--- src/rtl/ims_pkg.sv ---
`default_nettype none
// ----------------------------------------------------------------------------
// ims_pkg: shared types and codes of the interaction mode supervisor
// Command, mode, phase and output codes, configuration register indexes and
// reset values, and the structs passed between the supervisor's modules.
// ----------------------------------------------------------------------------
package ims_pkg;

   // Command codes. Codes 6 and 7 carry no meaning and act as no command.
   localparam logic [2:0] CMD_NONE  = 3'd0;
   localparam logic [2:0] CMD_TRACK = 3'd1;
   localparam logic [2:0] CMD_STOP  = 3'd2;
   localparam logic [2:0] CMD_STIFF = 3'd3;
   localparam logic [2:0] CMD_FREE  = 3'd4;
   localparam logic [2:0] CMD_TEST  = 3'd5;

   // Operating modes.
   localparam logic [1:0] MODE_IDLE  = 2'd0;
   localparam logic [1:0] MODE_TRACK = 2'd1;
   localparam logic [1:0] MODE_STIFF = 2'd2;
   localparam logic [1:0] MODE_FREE  = 2'd3;

   // Interaction phases.
   localparam logic [1:0] PH_SETTLE = 2'd0;
   localparam logic [1:0] PH_WATCH  = 2'd1;
   localparam logic [1:0] PH_HOLD   = 2'd2;

   // Motor enable values.
   localparam logic [1:0] EN_OFF  = 2'd0;
   localparam logic [1:0] EN_ON   = 2'd1;
   localparam logic [1:0] EN_TEST = 2'd2;

   // Impedance modes and the fixed gain used while holding.
   localparam logic [1:0] IMP_NORMAL = 2'd0;
   localparam logic [1:0] IMP_STIFF  = 2'd2;
   localparam logic [1:0] IMP_FREE   = 2'd3;
   localparam logic [7:0] HOLD_GAIN  = 8'd5;

   // Configuration register indexes.
   localparam logic [2:0] REG_SETTLE_TICKS   = 3'd0;
   localparam logic [2:0] REG_DETECT_TICKS   = 3'd1;
   localparam logic [2:0] REG_RELEASE_TICKS  = 3'd2;
   localparam logic [2:0] REG_STIFF_DETECT   = 3'd3;
   localparam logic [2:0] REG_FREE_DETECT    = 3'd4;
   localparam logic [2:0] REG_STIFF_RELEASE  = 3'd5;
   localparam logic [2:0] REG_FREE_RELEASE   = 3'd6;
   localparam logic [2:0] REG_TRACK_GAIN     = 3'd7;

   // Configuration reset values.
   localparam logic [15:0] RST_SETTLE_TICKS  = 16'd4000;
   localparam logic [7:0]  RST_DETECT_TICKS  = 8'd5;
   localparam logic [15:0] RST_RELEASE_TICKS = 16'd2000;
   localparam logic [15:0] RST_STIFF_DETECT  = 16'd20;
   localparam logic [15:0] RST_FREE_DETECT   = 16'd25;
   localparam logic [10:0] RST_STIFF_RELEASE = 11'd10;
   localparam logic [10:0] RST_FREE_RELEASE  = 11'd3;
   localparam logic [7:0]  RST_TRACK_GAIN    = 8'd1;

   typedef struct packed {
      logic [15:0] settle_ticks;
      logic [7:0]  detect_ticks;
      logic [15:0] release_ticks;
      logic [15:0] stiff_detect_level;
      logic [15:0] free_detect_level;
      logic [10:0] stiff_release_level;
      logic [10:0] free_release_level;
      logic [7:0]  track_gain;
   } cfg_type;

   typedef struct packed {
      logic [1:0]         mode;
      logic [1:0]         phase;
      logic [15:0]        tick_count;
      logic signed [15:0] held_position;
   } state_type;

   typedef struct packed {
      logic [2:0]         command;
      logic signed [15:0] traj_position;
      logic signed [15:0] traj_speed;
      logic signed [15:0] traj_accel;
      logic signed [15:0] interaction_level;
   } req_type;

   typedef struct packed {
      logic               drive_valid;
      logic signed [15:0] position_cmd;
      logic signed [15:0] speed_cmd;
      logic signed [15:0] accel_cmd;
      logic               advance_trajectory;
      logic               enable_valid;
      logic [1:0]         enable_value;
      logic               impedance_valid;
      logic [1:0]         impedance_mode;
      logic [7:0]         impedance_gain;
      logic [1:0]         mode_now;
      logic [1:0]         phase_now;
   } rsp_type;

endpackage
`default_nettype wire

--- src/rtl/ims_if.sv ---
`default_nettype none
// ----------------------------------------------------------------------------
// ims_if: item channels of the interaction mode supervisor
// Valid/ready channels for the tick item going in and the result item going
// out, each with a source and a sink modport.
// ----------------------------------------------------------------------------
interface ims_req_if;
   logic               valid;
   logic               ready;
   logic [2:0]         command;
   logic signed [15:0] traj_position;
   logic signed [15:0] traj_speed;
   logic signed [15:0] traj_accel;
   logic signed [15:0] interaction_level;

   modport source (
      output valid, command, traj_position, traj_speed, traj_accel,
             interaction_level,
      input  ready
   );
   modport sink (
      input  valid, command, traj_position, traj_speed, traj_accel,
             interaction_level,
      output ready
   );
endinterface

interface ims_rsp_if;
   logic               valid;
   logic               ready;
   logic               drive_valid;
   logic signed [15:0] position_cmd;
   logic signed [15:0] speed_cmd;
   logic signed [15:0] accel_cmd;
   logic               advance_trajectory;
   logic               enable_valid;
   logic [1:0]         enable_value;
   logic               impedance_valid;
   logic [1:0]         impedance_mode;
   logic [7:0]         impedance_gain;
   logic [1:0]         mode_now;
   logic [1:0]         phase_now;

   modport source (
      output valid, drive_valid, position_cmd, speed_cmd, accel_cmd,
             advance_trajectory, enable_valid, enable_value, impedance_valid,
             impedance_mode, impedance_gain, mode_now, phase_now,
      input  ready
   );
   modport sink (
      input  valid, drive_valid, position_cmd, speed_cmd, accel_cmd,
             advance_trajectory, enable_valid, enable_value, impedance_valid,
             impedance_mode, impedance_gain, mode_now, phase_now,
      output ready
   );
endinterface
`default_nettype wire

--- src/rtl/ims_csr.sv ---
`default_nettype none
// ----------------------------------------------------------------------------
// ims_csr: configuration registers
// Holds the eight supervisor settings, loaded from the write port.
// ----------------------------------------------------------------------------
module ims_csr
   import ims_pkg::*;
(
   input  wire logic        clock,
   input  wire logic        reset,
   input  wire logic        csr_we,
   input  wire logic [2:0]  csr_index,
   input  wire logic [15:0] csr_wdata,
   output cfg_type          cfg
);

   cfg_type cfg_ff;

   always_ff @(posedge clock) begin
      if (reset) begin
         cfg_ff.settle_ticks        <= RST_SETTLE_TICKS;
         cfg_ff.detect_ticks        <= RST_DETECT_TICKS;
         cfg_ff.release_ticks       <= RST_RELEASE_TICKS;
         cfg_ff.stiff_detect_level  <= RST_STIFF_DETECT;
         cfg_ff.free_detect_level   <= RST_FREE_DETECT;
         cfg_ff.stiff_release_level <= RST_STIFF_RELEASE;
         cfg_ff.free_release_level  <= RST_FREE_RELEASE;
         cfg_ff.track_gain          <= RST_TRACK_GAIN;
      end else if (csr_we) begin
         case (csr_index)
            REG_SETTLE_TICKS:  cfg_ff.settle_ticks        <= csr_wdata;
            REG_DETECT_TICKS:  cfg_ff.detect_ticks        <= csr_wdata[7:0];
            REG_RELEASE_TICKS: cfg_ff.release_ticks       <= csr_wdata;
            REG_STIFF_DETECT:  cfg_ff.stiff_detect_level  <= csr_wdata;
            REG_FREE_DETECT:   cfg_ff.free_detect_level   <= csr_wdata;
            REG_STIFF_RELEASE: cfg_ff.stiff_release_level <= csr_wdata[10:0];
            REG_FREE_RELEASE:  cfg_ff.free_release_level  <= csr_wdata[10:0];
            REG_TRACK_GAIN:    cfg_ff.track_gain          <= csr_wdata[7:0];
            default: ;
         endcase
      end
   end

   assign cfg = cfg_ff;

endmodule
`default_nettype wire

--- src/rtl/ims_step.sv ---
`default_nettype none
// ----------------------------------------------------------------------------
// ims_step: per-tick supervisor logic
// Applies the command, runs the mode and phase logic on the current state and
// forms the result item and the next state.
// ----------------------------------------------------------------------------
module ims_step
   import ims_pkg::*;
(
   input  cfg_type   cfg,
   input  state_type st,
   input  req_type   item,
   output state_type st_next,
   output rsp_type   res
);

   logic        [16:0] lvl_ext;
   logic        [16:0] lvl_mag;
   logic        [10:0] lvl_shr;
   logic        [10:0] shr_mag;
   logic        [15:0] tick_inc;
   logic        [15:0] detect_th;
   logic        [10:0] release_th;
   logic        [15:0] watch_cnt;
   logic        [15:0] hold_cnt;
   logic        [1:0]  mode_cmd;
   logic        [1:0]  phase_cmd;
   logic               stiff;

   // Magnitude of the reading, and of the reading shifted right five with
   // floor rounding; both negations fit since the most negative value maps
   // to a plain power of two.
   assign lvl_ext    = {item.interaction_level[15], item.interaction_level};
   assign lvl_mag    = lvl_ext[16] ? (~lvl_ext + 17'd1) : lvl_ext;
   assign lvl_shr    = item.interaction_level[15:5];
   assign shr_mag    = lvl_shr[10] ? (~lvl_shr + 11'd1) : lvl_shr;
   assign tick_inc   = st.tick_count + 16'd1;
   assign stiff      = (mode_cmd == MODE_STIFF);
   assign detect_th  = stiff ? cfg.stiff_detect_level : cfg.free_detect_level;
   assign release_th = stiff ? cfg.stiff_release_level : cfg.free_release_level;
   assign watch_cnt  = (lvl_mag > {1'b0, detect_th}) ? tick_inc : 16'd0;
   assign hold_cnt   = (shr_mag > release_th) ? 16'd0 : st.tick_count;

   always_comb begin
      res       = '0;
      mode_cmd  = st.mode;
      phase_cmd = st.phase;

      case (item.command)
         CMD_STOP: begin
            res.enable_valid = 1'b1;
            res.enable_value = EN_OFF;
            mode_cmd         = MODE_IDLE;
            phase_cmd        = PH_SETTLE;
         end
         CMD_TRACK: begin
            res.enable_valid    = 1'b1;
            res.enable_value    = EN_ON;
            mode_cmd            = MODE_TRACK;
            res.impedance_valid = 1'b1;
            res.impedance_mode  = IMP_NORMAL;
            res.impedance_gain  = cfg.track_gain;
         end
         CMD_STIFF: begin
            res.enable_valid = 1'b1;
            res.enable_value = EN_ON;
            mode_cmd         = MODE_STIFF;
         end
         CMD_FREE: begin
            res.enable_valid = 1'b1;
            res.enable_value = EN_ON;
            mode_cmd         = MODE_FREE;
         end
         CMD_TEST: begin
            res.enable_valid = 1'b1;
            res.enable_value = EN_TEST;
            mode_cmd         = MODE_TRACK;
         end
         default: ;
      endcase

      st_next       = st;
      st_next.mode  = mode_cmd;
      st_next.phase = phase_cmd;

      case (mode_cmd)
         MODE_TRACK: begin
            res.drive_valid        = 1'b1;
            res.advance_trajectory = 1'b1;
            res.position_cmd       = item.traj_position;
            res.speed_cmd          = item.traj_speed;
            res.accel_cmd          = item.traj_accel;
         end
         MODE_STIFF, MODE_FREE: begin
            case (phase_cmd)
               PH_SETTLE: begin
                  res.drive_valid        = 1'b1;
                  res.advance_trajectory = 1'b1;
                  res.position_cmd       = item.traj_position;
                  res.speed_cmd          = item.traj_speed;
                  res.accel_cmd          = item.traj_accel;
                  if (st.tick_count >= cfg.settle_ticks) begin
                     st_next.tick_count = 16'd0;
                     st_next.phase      = PH_WATCH;
                  end else begin
                     st_next.tick_count = tick_inc;
                  end
               end
               PH_WATCH: begin
                  res.drive_valid        = 1'b1;
                  res.advance_trajectory = 1'b1;
                  res.position_cmd       = item.traj_position;
                  res.speed_cmd          = item.traj_speed;
                  res.accel_cmd          = item.traj_accel;
                  if (watch_cnt >= {8'd0, cfg.detect_ticks}) begin
                     st_next.held_position = item.traj_position;
                     st_next.phase         = PH_HOLD;
                     st_next.tick_count    = 16'd0;
                  end else begin
                     st_next.tick_count = watch_cnt;
                  end
               end
               default: begin
                  // Hold; an unused phase code behaves the same way.
                  res.drive_valid     = 1'b1;
                  res.position_cmd    = stiff ? st.held_position : 16'sd0;
                  res.impedance_valid = 1'b1;
                  res.impedance_mode  = stiff ? IMP_STIFF : IMP_FREE;
                  res.impedance_gain  = HOLD_GAIN;
                  if (hold_cnt >= cfg.release_ticks) begin
                     st_next.phase      = PH_SETTLE;
                     st_next.tick_count = 16'd0;
                     res.impedance_mode = IMP_NORMAL;
                     res.impedance_gain = 8'd0;
                  end else begin
                     st_next.tick_count = hold_cnt + 16'd1;
                  end
               end
            endcase
         end
         default: ;
      endcase

      res.mode_now  = st_next.mode;
      res.phase_now = st_next.phase;
   end

endmodule
`default_nettype wire

--- src/rtl/interaction_mode_supervisor_unit.sv ---
`default_nettype none
// ----------------------------------------------------------------------------
// interaction_mode_supervisor_unit: mode and phase supervisor for a drive
// Turns one control tick item (command, trajectory sample, interaction
// reading) into one result item of drive, enable and impedance writes.
// ----------------------------------------------------------------------------
//
//   Channel    Direction  Handshake          Contents
//   req_chan   in         valid/ready        command, trajectory, reading
//   rsp_chan   out        valid/ready        drive, enable, impedance writes
//   csr_*      in         write enable only  index 0..7, 16-bit data
//
// Each item is taken into the input register and moves on to the result
// register as soon as that register is empty or its result is being taken;
// one item is taken every cycle while each result is accepted as soon as it
// is presented. The supervisor state (mode, phase, tick counter, held
// position) is updated as an item moves from the input register to the
// result register, so the next item always sees it.
// When both registers are full and the result is not taken, the input
// register holds its item and req_chan.ready drops until the result moves on.
// Reset is synchronous: it empties both registers, returns the state to idle
// and settle with a zero count and held position, and loads the default
// settings.
//
module interaction_mode_supervisor_unit
   import ims_pkg::*;
(
   input  wire logic        clock,
   input  wire logic        reset,
   ims_req_if.sink          req_chan,
   ims_rsp_if.source        rsp_chan,
   input  wire logic        csr_we,
   input  wire logic [2:0]  csr_index,
   input  wire logic [15:0] csr_wdata
);

   cfg_type   cfg;
   state_type st_ff;
   state_type st_in;
   req_type   item_ff;
   req_type   item_in;
   rsp_type   res_ff;
   rsp_type   res_in;
   logic      item_valid_ff;
   logic      res_valid_ff;
   logic      move;
   logic      take;

   ims_csr u_csr (
      .clock     (clock),
      .reset     (reset),
      .csr_we    (csr_we),
      .csr_index (csr_index),
      .csr_wdata (csr_wdata),
      .cfg       (cfg)
   );

   ims_step u_step (
      .cfg     (cfg),
      .st      (st_ff),
      .item    (item_ff),
      .st_next (st_in),
      .res     (res_in)
   );

   // The item in the input register moves on whenever the result register
   // is empty or its item is being taken this cycle.
   assign move = item_valid_ff && (!res_valid_ff || rsp_chan.ready);
   assign take = req_chan.valid && req_chan.ready;
   assign req_chan.ready = !item_valid_ff || !res_valid_ff || rsp_chan.ready;

   assign item_in.command           = req_chan.command;
   assign item_in.traj_position     = req_chan.traj_position;
   assign item_in.traj_speed        = req_chan.traj_speed;
   assign item_in.traj_accel        = req_chan.traj_accel;
   assign item_in.interaction_level = req_chan.interaction_level;

   always_ff @(posedge clock) begin
      if (reset) begin
         item_valid_ff <= 1'b0;
         res_valid_ff  <= 1'b0;
         st_ff         <= '{mode: MODE_IDLE, phase: PH_SETTLE,
                            tick_count: 16'd0, held_position: 16'sd0};
      end else begin
         if (take) begin
            item_valid_ff <= 1'b1;
         end else if (move) begin
            item_valid_ff <= 1'b0;
         end
         if (move) begin
            res_valid_ff <= 1'b1;
            st_ff        <= st_in;
         end else if (rsp_chan.ready) begin
            res_valid_ff <= 1'b0;
         end
      end
   end

   // Payload registers carry no reset.
   always_ff @(posedge clock) begin
      if (take) begin
         item_ff <= item_in;
      end
      if (move) begin
         res_ff <= res_in;
      end
   end

   assign rsp_chan.valid              = res_valid_ff;
   assign rsp_chan.drive_valid        = res_ff.drive_valid;
   assign rsp_chan.position_cmd       = res_ff.position_cmd;
   assign rsp_chan.speed_cmd          = res_ff.speed_cmd;
   assign rsp_chan.accel_cmd          = res_ff.accel_cmd;
   assign rsp_chan.advance_trajectory = res_ff.advance_trajectory;
   assign rsp_chan.enable_valid       = res_ff.enable_valid;
   assign rsp_chan.enable_value       = res_ff.enable_value;
   assign rsp_chan.impedance_valid    = res_ff.impedance_valid;
   assign rsp_chan.impedance_mode     = res_ff.impedance_mode;
   assign rsp_chan.impedance_gain     = res_ff.impedance_gain;
   assign rsp_chan.mode_now           = res_ff.mode_now;
   assign rsp_chan.phase_now          = res_ff.phase_now;

endmodule
`default_nettype wire

--- src/flat_wrapper.sv ---
// flat-port wrapper written by rule: the top's interface ports become plain ports
module interaction_mode_supervisor_unit_flat import ims_pkg::*;
  (clock, reset, csr_we, csr_index, csr_wdata, req_chan_valid, req_chan_command, req_chan_traj_position, req_chan_traj_speed, req_chan_traj_accel, req_chan_interaction_level, req_chan_ready, rsp_chan_valid, rsp_chan_drive_valid, rsp_chan_position_cmd, rsp_chan_speed_cmd, rsp_chan_accel_cmd, rsp_chan_advance_trajectory, rsp_chan_enable_valid, rsp_chan_enable_value, rsp_chan_impedance_valid, rsp_chan_impedance_mode, rsp_chan_impedance_gain, rsp_chan_mode_now, rsp_chan_phase_now, rsp_chan_ready);
  ims_req_if req_chan_i ();
  ims_rsp_if rsp_chan_i ();
  input  wire logic clock;
  input  wire logic reset;
  input  wire logic csr_we;
  input  wire logic [2:0] csr_index;
  input  wire logic [15:0] csr_wdata;
  input wire logic [$bits(req_chan_i.valid)-1:0] req_chan_valid;
  input wire logic [$bits(req_chan_i.command)-1:0] req_chan_command;
  input wire logic [$bits(req_chan_i.traj_position)-1:0] req_chan_traj_position;
  input wire logic [$bits(req_chan_i.traj_speed)-1:0] req_chan_traj_speed;
  input wire logic [$bits(req_chan_i.traj_accel)-1:0] req_chan_traj_accel;
  input wire logic [$bits(req_chan_i.interaction_level)-1:0] req_chan_interaction_level;
  output wire logic [$bits(req_chan_i.ready)-1:0] req_chan_ready;
  output wire logic [$bits(rsp_chan_i.valid)-1:0] rsp_chan_valid;
  output wire logic [$bits(rsp_chan_i.drive_valid)-1:0] rsp_chan_drive_valid;
  output wire logic [$bits(rsp_chan_i.position_cmd)-1:0] rsp_chan_position_cmd;
  output wire logic [$bits(rsp_chan_i.speed_cmd)-1:0] rsp_chan_speed_cmd;
  output wire logic [$bits(rsp_chan_i.accel_cmd)-1:0] rsp_chan_accel_cmd;
  output wire logic [$bits(rsp_chan_i.advance_trajectory)-1:0] rsp_chan_advance_trajectory;
  output wire logic [$bits(rsp_chan_i.enable_valid)-1:0] rsp_chan_enable_valid;
  output wire logic [$bits(rsp_chan_i.enable_value)-1:0] rsp_chan_enable_value;
  output wire logic [$bits(rsp_chan_i.impedance_valid)-1:0] rsp_chan_impedance_valid;
  output wire logic [$bits(rsp_chan_i.impedance_mode)-1:0] rsp_chan_impedance_mode;
  output wire logic [$bits(rsp_chan_i.impedance_gain)-1:0] rsp_chan_impedance_gain;
  output wire logic [$bits(rsp_chan_i.mode_now)-1:0] rsp_chan_mode_now;
  output wire logic [$bits(rsp_chan_i.phase_now)-1:0] rsp_chan_phase_now;
  input wire logic [$bits(rsp_chan_i.ready)-1:0] rsp_chan_ready;
  assign req_chan_i.valid = req_chan_valid;
  assign req_chan_i.command = req_chan_command;
  assign req_chan_i.traj_position = req_chan_traj_position;
  assign req_chan_i.traj_speed = req_chan_traj_speed;
  assign req_chan_i.traj_accel = req_chan_traj_accel;
  assign req_chan_i.interaction_level = req_chan_interaction_level;
  assign req_chan_ready = req_chan_i.ready;
  assign rsp_chan_valid = rsp_chan_i.valid;
  assign rsp_chan_drive_valid = rsp_chan_i.drive_valid;
  assign rsp_chan_position_cmd = rsp_chan_i.position_cmd;
  assign rsp_chan_speed_cmd = rsp_chan_i.speed_cmd;
  assign rsp_chan_accel_cmd = rsp_chan_i.accel_cmd;
  assign rsp_chan_advance_trajectory = rsp_chan_i.advance_trajectory;
  assign rsp_chan_enable_valid = rsp_chan_i.enable_valid;
  assign rsp_chan_enable_value = rsp_chan_i.enable_value;
  assign rsp_chan_impedance_valid = rsp_chan_i.impedance_valid;
  assign rsp_chan_impedance_mode = rsp_chan_i.impedance_mode;
  assign rsp_chan_impedance_gain = rsp_chan_i.impedance_gain;
  assign rsp_chan_mode_now = rsp_chan_i.mode_now;
  assign rsp_chan_phase_now = rsp_chan_i.phase_now;
  assign rsp_chan_i.ready = rsp_chan_ready;
  interaction_mode_supervisor_unit u_core (.clock(clock), .reset(reset), .req_chan(req_chan_i), .rsp_chan(rsp_chan_i), .csr_we(csr_we), .csr_index(csr_index), .csr_wdata(csr_wdata));
endmodule
--- config.mk ---
export PLATFORM = sky130hd
export DESIGN_NAME = interaction_mode_supervisor_unit_flat
export DESIGN_NICKNAME = d
export VERILOG_FILES = /design/src/rtl/ims_pkg.sv /design/src/rtl/ims_if.sv /design/src/rtl/ims_csr.sv /design/src/rtl/ims_step.sv /design/src/rtl/interaction_mode_supervisor_unit.sv /design/src/flat_wrapper.sv
export SDC_FILE = /design/constraint.sdc
export NUM_CORES = 1
export LEC_CHECK = 0
export BUFFER_PORTS_ARGS = -buffer_cell sky130_fd_sc_hd__buf_2
export CAP_MARGIN = 40
export CELL_PAD_IN_SITES_DETAIL_PLACEMENT = 0
export CELL_PAD_IN_SITES_GLOBAL_PLACEMENT = 1
export CORE_MARGIN = 2
export CORE_UTILIZATION = 35
export DETAILED_ROUTE_END_ITERATION = 6
export PLACE_DENSITY = 0.75
export SETUP_SLACK_MARGIN = 0.4
export SLEW_MARGIN = 20
export SYNTH_ARGS = -nofsm -noshare
export SYNTH_HDL_FRONTEND = slang
export SYNTH_SLANG_ARGS = --single-unit
--- constraint.sdc ---
create_clock -name clock -period 5.2 [get_ports clock]
set_clock_uncertainty 0.2 [all_clocks]
set_input_delay 0.78 -clock clock [delete_from_list [all_inputs] [get_ports clock]]
set_output_delay 0.78 -clock clock [all_outputs]
set_load 0.01 [all_outputs]
==> results.cfg <==
[placement]
io_buffer_count = 160
gp_congestion = 0.856
placed_cell_area_um2 = 14700
dp.cells = 1908
dpl.hpwl_mm = 23.4

[power_and_ir_drop]
cellLeakagePower_nw = 6.38
power.density_nw_per_um2 = 325
vdd_drop_max_v = 0.000254

[global_route]
grt_max_degree = 58
overflow = 0
antenna_found_initial = 3
track_usage_pct = 17.2
grt_pass1_vias = 9805
grt_pass1_wl_mm = 52.7

[hold_path]
min-delay-path-class = in2reg
holdPathStages = 1
min_from = req_chan_traj_accel[13]
min_to = u_core.item_ff[29]$_DFFE_PP_

[route]
dr.pass1.iters = 5
vias = 9999
drtIter0Drc = 635
wl_per_cell_um = 17.0
viasPerCell = 5.00
detail-route-antenna-nets = 0
drc = 0
drt_wl_total_mm = 33.9

[synthesis]
avgSynthCellArea_um2 = 9.99
synth-async-reset-ratio_pct = 0
synthesis.area_um2 = 12900
synth_edf_count = 135
synthCells = 1295
synth_top_area_cell = edfxtp_1
synthFlopType = dfxtp_1
synth_commonest_cells = 236 x nand2_1, 140 x dfxtp_1, 135 x edfxtp_1
synth_top_area_share_pct = 31.3
synthDistinctLibCells = 71
ys_seq_area_share_pct = 53.0
synth_area_leaders = edfxtp_1 31%, dfxtp_1 22%, ha_1 6.9%
synth.most_common_cell = nand2_1
yosys_warnings = 0
syn-num-nets = 1457
yosys_register_bits = 275

[run]
cap_violations = 0

[die]
die_h_um = 196
core_area_um2 = 36500
rows = 70
initial_core_util_pct = 35.4
io_pins = 161
die_w_um = 196
dieArea_um2 = 38500

[critical_path]
slowest_delay_ns = 0.45
reg2reg_depth = 24
cp.arrival_ns = 5.46
cp-start-kind = flip-flop
crit_required_ns = 5.51
timing.rr.end = u_core.st_ff[31]$_SDFFE_PP0P_
r2r_slack_ns = 0.04
crit_chain = xor2_1, nor2_1, or3_4, nor2_4, buf_12, buf_6, mux2i_1, ha_1, nand4_1, o211ai_1, a31oi_1, a222oi_1, buf_4, nor2b_2, ha_1, a21o_1, a21o_1, a211o_1, a211oi_4, buf_6, nand2b_4, a2111oi_4, a31oi_1, a21oi_1
endpoint_kind = flip-flop
reg2reg_from = u_core.item_ff[65]$_DFFE_PP_
cp_max_fo = 7
critPathKind = reg2reg
crit_buf_inv = 4
critical-path-top-delay-family = compound AO/OA/AOI/OAI gates
crit_slowest_cell = edfxtp_1

[status]
status = finished, final reports clean

[sta]
rsz0062_at_grt = true
finalCriticalPeriod_ns = 5.16
drv_slew = 0
relSlewSlack_pct = 45.8
setup_viol = 0
hold_viol = 0
fin_setup_tns_ns = 0
min_period_over_period_pct = 99.1
timing.fmax_ghz = 0.194
tightest_slew_ns = 0.812

[clocking]
cts_root_buffer = clkbuf_16
clkTransAtPathRegs_ns = 0.06
ctsLongestPathBuffers = 3
cts_tree = done
cts_max_level = 1
clk_latency_ns = 0.57
cts.sinks = 275
ctsHoldBuffers = 0
numCtsBuffers = 30

[cells_and_area]
final_cells = 1998
area_growth_pct = 26.2
drive_above_1_share_pct = 25.4
fin_nets = 1667
design_area_um2 = 16300
state kept, by name, summed over array words and instances, names as in the netlist:
register                            cells
u_core.rsp_chan.valid                   1
u_core.item_valid_ff                    1
u_core.rsp_chan.position_cmd           16
u_core.rsp_chan.impedance_mode          2
u_core.st_ff                           36
u_core.rsp_chan.impedance_valid         1
u_core.rsp_chan.mode_now                2
u_core.rsp_chan.advance_trajectory      1
u_core.rsp_chan.impedance_gain          8
u_core.rsp_chan.drive_valid             1
u_core.item_ff                         67
u_core.rsp_chan.enable_value            2
u_core.rsp_chan.phase_now               2
u_core.u_csr.cfg                      102
u_core.rsp_chan.accel_cmd              16
u_core.rsp_chan.enable_valid            1
u_core.rsp_chan.speed_cmd              16
kinds of logic after synthesis:
| group | synth area share [%] |
|---|---|
| simple gates | 18.3 |
| flops | 53.0 |
| compound gates | 12.3 |
| buf+inv | 3.99 |
| fa+ha+maj | 6.87 |
| mux | 3.43 |
| xor+xnor | 2.17 |
metrics by stage:
step	hold WS (ns)	total power, mW	utilization (%)	setup WS [ns]
6_report	0.173	5.31	44.7	0.0450
5_1_grt	0.147	5.51	44.7	-0.281
4_1_cts	0.148	5.33	44.1	0.0934
3_5_place_dp	0.244	3.01	40.2	-0.144
3_3_place_gp	0.241	2.98	39.8	-0.0363
2_1_floorplan	0.232	2.79	-	0.161
layout make-up:
| class | instances | area [um^2] |
|---|---|---|
| diodes | 1 | 2.50 |
| clock buffers | 36 | 836 |
| clock inverters | 20 | 229 |
| fillers | 3416 | 20200 |
| inverters | 56 | 210 |
| multi-input cells | 894 | 5930 |
| flip-flops and latches | 275 | 6860 |
| well taps | 468 | 586 |
| repair buffers | 248 | 1670 |
metal layers:
layer | track usage, % | routed length [um] | share of wire, %
met5 | 0 | 23 | 0.068
met4 | 5.16 | 831 | 2.4
met3 | 2.46 | 1160 | 3.4
met2 | 30.2 | 17000 | 50
met1 | 22.0 | 14900 | 44
cell usage in the layout, fill, tap and decap left out, drive strengths merged, types with 16 or more instances in the layout:
cell,instances
buf,248
nand2,238
dfxtp,140
edfxtp,135
a21oi,117
nor2,88
ha,71
inv,59
and2,45
mux2i,41
clkbuf,36
o21ai,30
nor2b,22
xnor2,21
nand3,18
nand4,17
a211o,16
a22o,16
nor3,16
worst max-delay path by stage:
stage                                       startpoint                       endpoint  slack [ns]  cells after the start
after global routing      u_core.item_ff[65]$_DFFE_PP_  u_core.st_ff[31]$_SDFFE_PP0P_       -0.28                     24
final                     u_core.item_ff[65]$_DFFE_PP_  u_core.st_ff[31]$_SDFFE_PP0P_        0.04                     24
after global placement    u_core.item_ff[65]$_DFFE_PP_  u_core.st_ff[24]$_SDFFE_PP0P_       -0.04                     24
after CTS                 u_core.item_ff[66]$_DFFE_PP_  u_core.st_ff[31]$_SDFFE_PP0P_        0.09                     24
after floorplan           u_core.item_ff[65]$_DFFE_PP_  u_core.st_ff[31]$_SDFFE_PP0P_        0.16                     25
after detailed placement  u_core.item_ff[65]$_DFFE_PP_  u_core.st_ff[24]$_SDFFE_PP0P_       -0.14                     24
timing repair:
item	4_1_cts	5_1_grt
gates cloned	3	0
buffers inserted	24	6
gates resized for setup	40	36
pin swaps	20	21
endpoints found under the setup margin	40	40
where the power goes:
part           switching (mW)  leakage (nW)  internal [mW]
registers              0.0372          2.44           2.37
logic                   0.348          3.42          0.276
clock network           0.922         0.529           1.35
Note: power is estimated with default switching activity, not from simulation.
